[src/rtl/sbi_pkg.sv]
package sbi_pkg;

  localparam int NUM_AXES = 3;

  // Per-axis classification carried from a lane to the merge stage
  typedef struct packed {
    logic parallel;
    logic outside;
  } slab_flags_t;

endpackage

[src/rtl/sbi_lane.sv]
module sbi_lane #(
  parameter int COORD_WIDTH = 16,
  parameter int FRAC_BITS   = 8
) (
  input  logic                         clk,
  input  logic                         en,
  input  logic signed [COORD_WIDTH-1:0] start_c,
  input  logic signed [COORD_WIDTH-1:0] end_c,
  input  logic signed [COORD_WIDTH-1:0] box_min_c,
  input  logic signed [COORD_WIDTH-1:0] box_max_c,
  output sbi_pkg::slab_flags_t          flags,
  output logic signed [COORD_WIDTH+1:0] near_n,
  output logic signed [COORD_WIDTH+1:0] far_n,
  output logic        [COORD_WIDTH:0]   den
);
  import sbi_pkg::*;

  // Largest delta magnitude below the parallel threshold of 0.0001
  localparam int PAR_MAX = ((1 << FRAC_BITS) - 1) / 10000;

  logic signed [COORD_WIDTH:0]   d;
  logic signed [COORD_WIDTH:0]   n1;
  logic signed [COORD_WIDTH:0]   n2;
  logic signed [COORD_WIDTH+1:0] m1;
  logic signed [COORD_WIDTH+1:0] m2;
  logic        [COORD_WIDTH:0]   mag;

  // Form delta and slab numerators, flip signs so the denominator is positive
  always_comb begin
    d   = {end_c[COORD_WIDTH-1], end_c} - {start_c[COORD_WIDTH-1], start_c};
    n1  = {box_min_c[COORD_WIDTH-1], box_min_c} - {start_c[COORD_WIDTH-1], start_c};
    n2  = {box_max_c[COORD_WIDTH-1], box_max_c} - {start_c[COORD_WIDTH-1], start_c};
    mag = d[COORD_WIDTH] ? (COORD_WIDTH+1)'(-d) : d;
    m1  = d[COORD_WIDTH] ? -{n1[COORD_WIDTH], n1} : {n1[COORD_WIDTH], n1};
    m2  = d[COORD_WIDTH] ? -{n2[COORD_WIDTH], n2} : {n2[COORD_WIDTH], n2};
  end

  // Register the parallel and outside flags, the ordered entry and exit numerators and the denominator
  always_ff @(posedge clk) begin
    if (en) begin
      flags.parallel <= (mag <= (COORD_WIDTH+1)'(PAR_MAX));
      flags.outside  <= (start_c < box_min_c) || (start_c > box_max_c);
      near_n         <= (m1 < m2) ? m1 : m2;
      far_n          <= (m1 < m2) ? m2 : m1;
      den            <= mag;
    end
  end

endmodule

[config.mk]
export PLATFORM = sky130hd
export DESIGN_NAME = sbi_lane
export DESIGN_NICKNAME = d
export VERILOG_FILES = /design/src/rtl/sbi_pkg.sv /design/src/rtl/sbi_lane.sv
export SDC_FILE = /design/constraint.sdc
export NUM_CORES = 1
export LEC_CHECK = 0
export BUFFER_PORTS_ARGS = -buffer_cell sky130_fd_sc_hd__buf_2
export CAP_MARGIN = 15
export CORE_UTILIZATION = 45
export DETAILED_ROUTE_END_ITERATION = 16
export PLACE_DENSITY = 0.75
export RECOVER_POWER = 100
export SYNTH_ARGS = -nofsm -noshare
export SYNTH_HDL_FRONTEND = slang
export SYNTH_SLANG_ARGS = --single-unit
[constraint.sdc]
create_clock -name clk -period 15.4 [get_ports clk]
set_input_delay 0.77 -clock clk [delete_from_list [all_inputs] [get_ports clk]]
set_output_delay 0.77 -clock clk [all_outputs]
set_load 0.02 [all_outputs]
==> results.sh <==
export IMPL_status="complete, but fails checks"
export IMPL_violations="max-capacitance violations, max-slew violations"
export IMPL_initial_core_util_pct=46.7
export IMPL_synth_nets=889
export IMPL_p_per_area_nw_per_um2=133
export IMPL_syn_avg_cell_area_um2=8.73
export IMPL_final_period_utilization_pct=57.8
export IMPL_cts_max_level=2
export IMPL_core_area_um2=14000
export IMPL_ys_flop_type="edfxtp_1"
export IMPL_critPathArrivalTime_ps=8880
export IMPL_post_cts_setup_buffer_count=0
export IMPL_cts_tree="done"
export IMPL_hold_buffers=0
export IMPL_cts_root_buf="clkbuf_16"
export IMPL_clk_pin_slew_ps=60
export IMPL_die_x_um=123
export IMPL_synth_area_um2=6560
export IMPL_maxCapViolations=3
export IMPL_via_count=5907
export IMPL_setup_viol=0
export IMPL_worst_pin_slew_ps=2810
export IMPL_synth_cells=752
export IMPL_grt_pass1_wl_um=26200
export IMPL_p_leak_uw=0.00312
export IMPL_hp_class="in -> reg"
export IMPL_nets=995
export IMPL_ys_ff_latch=55
export IMPL_portBuffers=120
export IMPL_hold_viol=0
export IMPL_rows=43
export IMPL_grt_pass1_vias=5259
export IMPL_antenna_left=0
export IMPL_ioPinCount=121
export IMPL_die_h_um=123
export IMPL_gp_congestion=0.888
export IMPL_slew_violations=131
export IMPL_cp_max_fo=36
export IMPL_worst_ir_drop_vdd_mv=0.0653
export IMPL_grt_overflow=0
export IMPL_seq_area_frac_synth_pct=25.2
export IMPL_cp_start_kind="primary input"
export IMPL_cts_sinks=55
export IMPL_ys_types=84
export IMPL_cts_buffers=5
export IMPL_viasPerCell=5.69
export IMPL_cp_cell_sequence="clkbuf_1, ha_1, inv_1, fa_1, a211oi_1, nor4b_2, o21ai_0, o31ai_1, a31oi_1, o21ai_0, xor2_1, inv_1, ha_1, nand2_1, nor3_1, nand4_1, o21a_1, a21oi_1, clkbuf_1, a211oi_1, a21oi_1, o211ai_1"
export IMPL_n_fill_cell=1363
export IMPL_slowest_delay_ps=1970
export IMPL_crit_type="in -> reg"
export IMPL_synth_top_area_share_pct=25.2
export IMPL_cp_top_family="compound AO/OA/AOI/OAI gates"
export IMPL_crit_buf_inv=4
export IMPL_avgRoutedWirePerCell_um=15.7
export IMPL_tns_ps=0
export IMPL_clk_path_buf_depth=2
export IMPL_place_hpwl_um=13400
export IMPL_grt_start_max_net_pins=56
export IMPL_drc_errors=0
export IMPL_drt_wl_total_um=16300
export IMPL_synth_area_leaders="edfxtp_1, ha_1, xnor2_1"
export IMPL_hold_path_startpoint="end_c[0]"
export IMPL_worst_path_max_delay_cell="a31oi_1"
export IMPL_ctsResizeCount=0
export IMPL_rsz0062_at_grt="no"
export IMPL_areaGrowthSynthToFinish_pct=11.5
export IMPL_drive_gt1_share_pct=10.8
export IMPL_final_util_pct=52.1
export IMPL_antenna_found_initial=0
export IMPL_endpoint_kind="flop"
export IMPL_firstDrtPassIters=5
export IMPL_n_antenna_cell=0
export IMPL_min_period_ps=8900
export IMPL_yosysWarningCount=0
export IMPL_required_ps=15370
export IMPL_synth_commonest_cells="ha_1, a21oi_1, edfxtp_1"
export IMPL_async_reset_ff_share_pct=0
export IMPL_grt_util_all_layers_pct=22.2
export IMPL_drt_iter0_markers=416
export IMPL_max_slew_margin_pct=-87.4
export IMPL_max_freq_mhz=112
export IMPL_die_area_um2=15100
export IMPL_crit_path_start="start_c[0]"
export IMPL_yosysMostFrequentCell="ha_1"
export IMPL_synth_edf_count=55
export IMPL_yosys_area_top_type="edfxtp_1"
-- flip-flops by register name, indices dropped and copies added (netlist names) --
| name | cells |
|---|---|
| flags | 2 |
| far_n | 18 |
| den | 17 |
| near_n | 18 |
-- final cells by class --
| type | count | area, um2 | share of cell area (%) |
|---|---|---|---|
| repair buffers | 125 | 553 | 7.56 |
| clock buffers | 6 | 129 | 1.76 |
| multi-input cells | 619 | 4520 | 61.8 |
| inverters | 52 | 195 | 2.67 |
| well taps | 180 | 225 | 3.08 |
| flip-flops and latches | 55 | 1650 | 22.6 |
| clock inverters | 2 | 38.8 | 0.530 |
-- path summary, 6_finish.rpt --
| kind | slack [ps] | cells after the start | end |
|---|---|---|---|
| setup / recovery | 6500 | 22 | far_n[16] |
| hold / removal | 1010 | 4 | den[0] |
-- cells by family after synthesis --
group / count (synthesis) / share of synthesized area (%)
buffers and inverters: 78 / 5.17
xor gates and xnor gates: 75 / 10.1
AOI/OAI and AO/OA: 225 / 23.7
DFF: 55 / 25.2
muxes: 29 / 4.46
adders and majority gates: 71 / 13.9
and+or+nand+nor: 219 / 17.5
-- report_power, final --
part           switching [uW]  total (uW)  internal [uW]
logic                     375         588            213
registers                14.6         262            248
clock network            48.6         126           77.3
total                     438         976            538
-- through the flow --
stage	area, um2	worst slack (ps)	total power (uW)	std cells	hold WS (ps)
final	7310	6500	976	1039	1010
after global routing	7310	5560	1050	1039	1040
after CTS	7450	9330	992	1039	1010
after detailed placement	7290	9050	863	1031	1210
after global placement	7290	9070	856	1031	1210
after floorplan	6560	9670	713	752	882
-- per-layer routing --
metal / GRT usage (%) / part of all wire [%]
met4: 6.63 / 1.9
met5: 0 / 0
met3: 1.95 / 5.6
met2: 32.1 / 41
met1: 34.4 / 52
-- layout by cell type (no fill, tap or decap), types with 7 or more instances in the layout --
master      n
a211oi_1    8
nand3_1    20
nand4_1    10
nor2_1     52
a31oi_1     7
edfxtp_1   55
xnor2_1    43
nor2b_1     9
inv_1      52
a21oi_1    59
nand2_1    52
buf_2      64
clkbuf_1   61
o21a_1     12
o31ai_1     8
o21bai_1    7
xor2_1     31
nor3_1     14
ha_1       68
mux2i_1    27
a21o_1     22
and2_1     11
nor4_1      7
o2111ai_1   7
o21ai_0    40
nand2b_1    7
(Power assumes the default switching activity.)
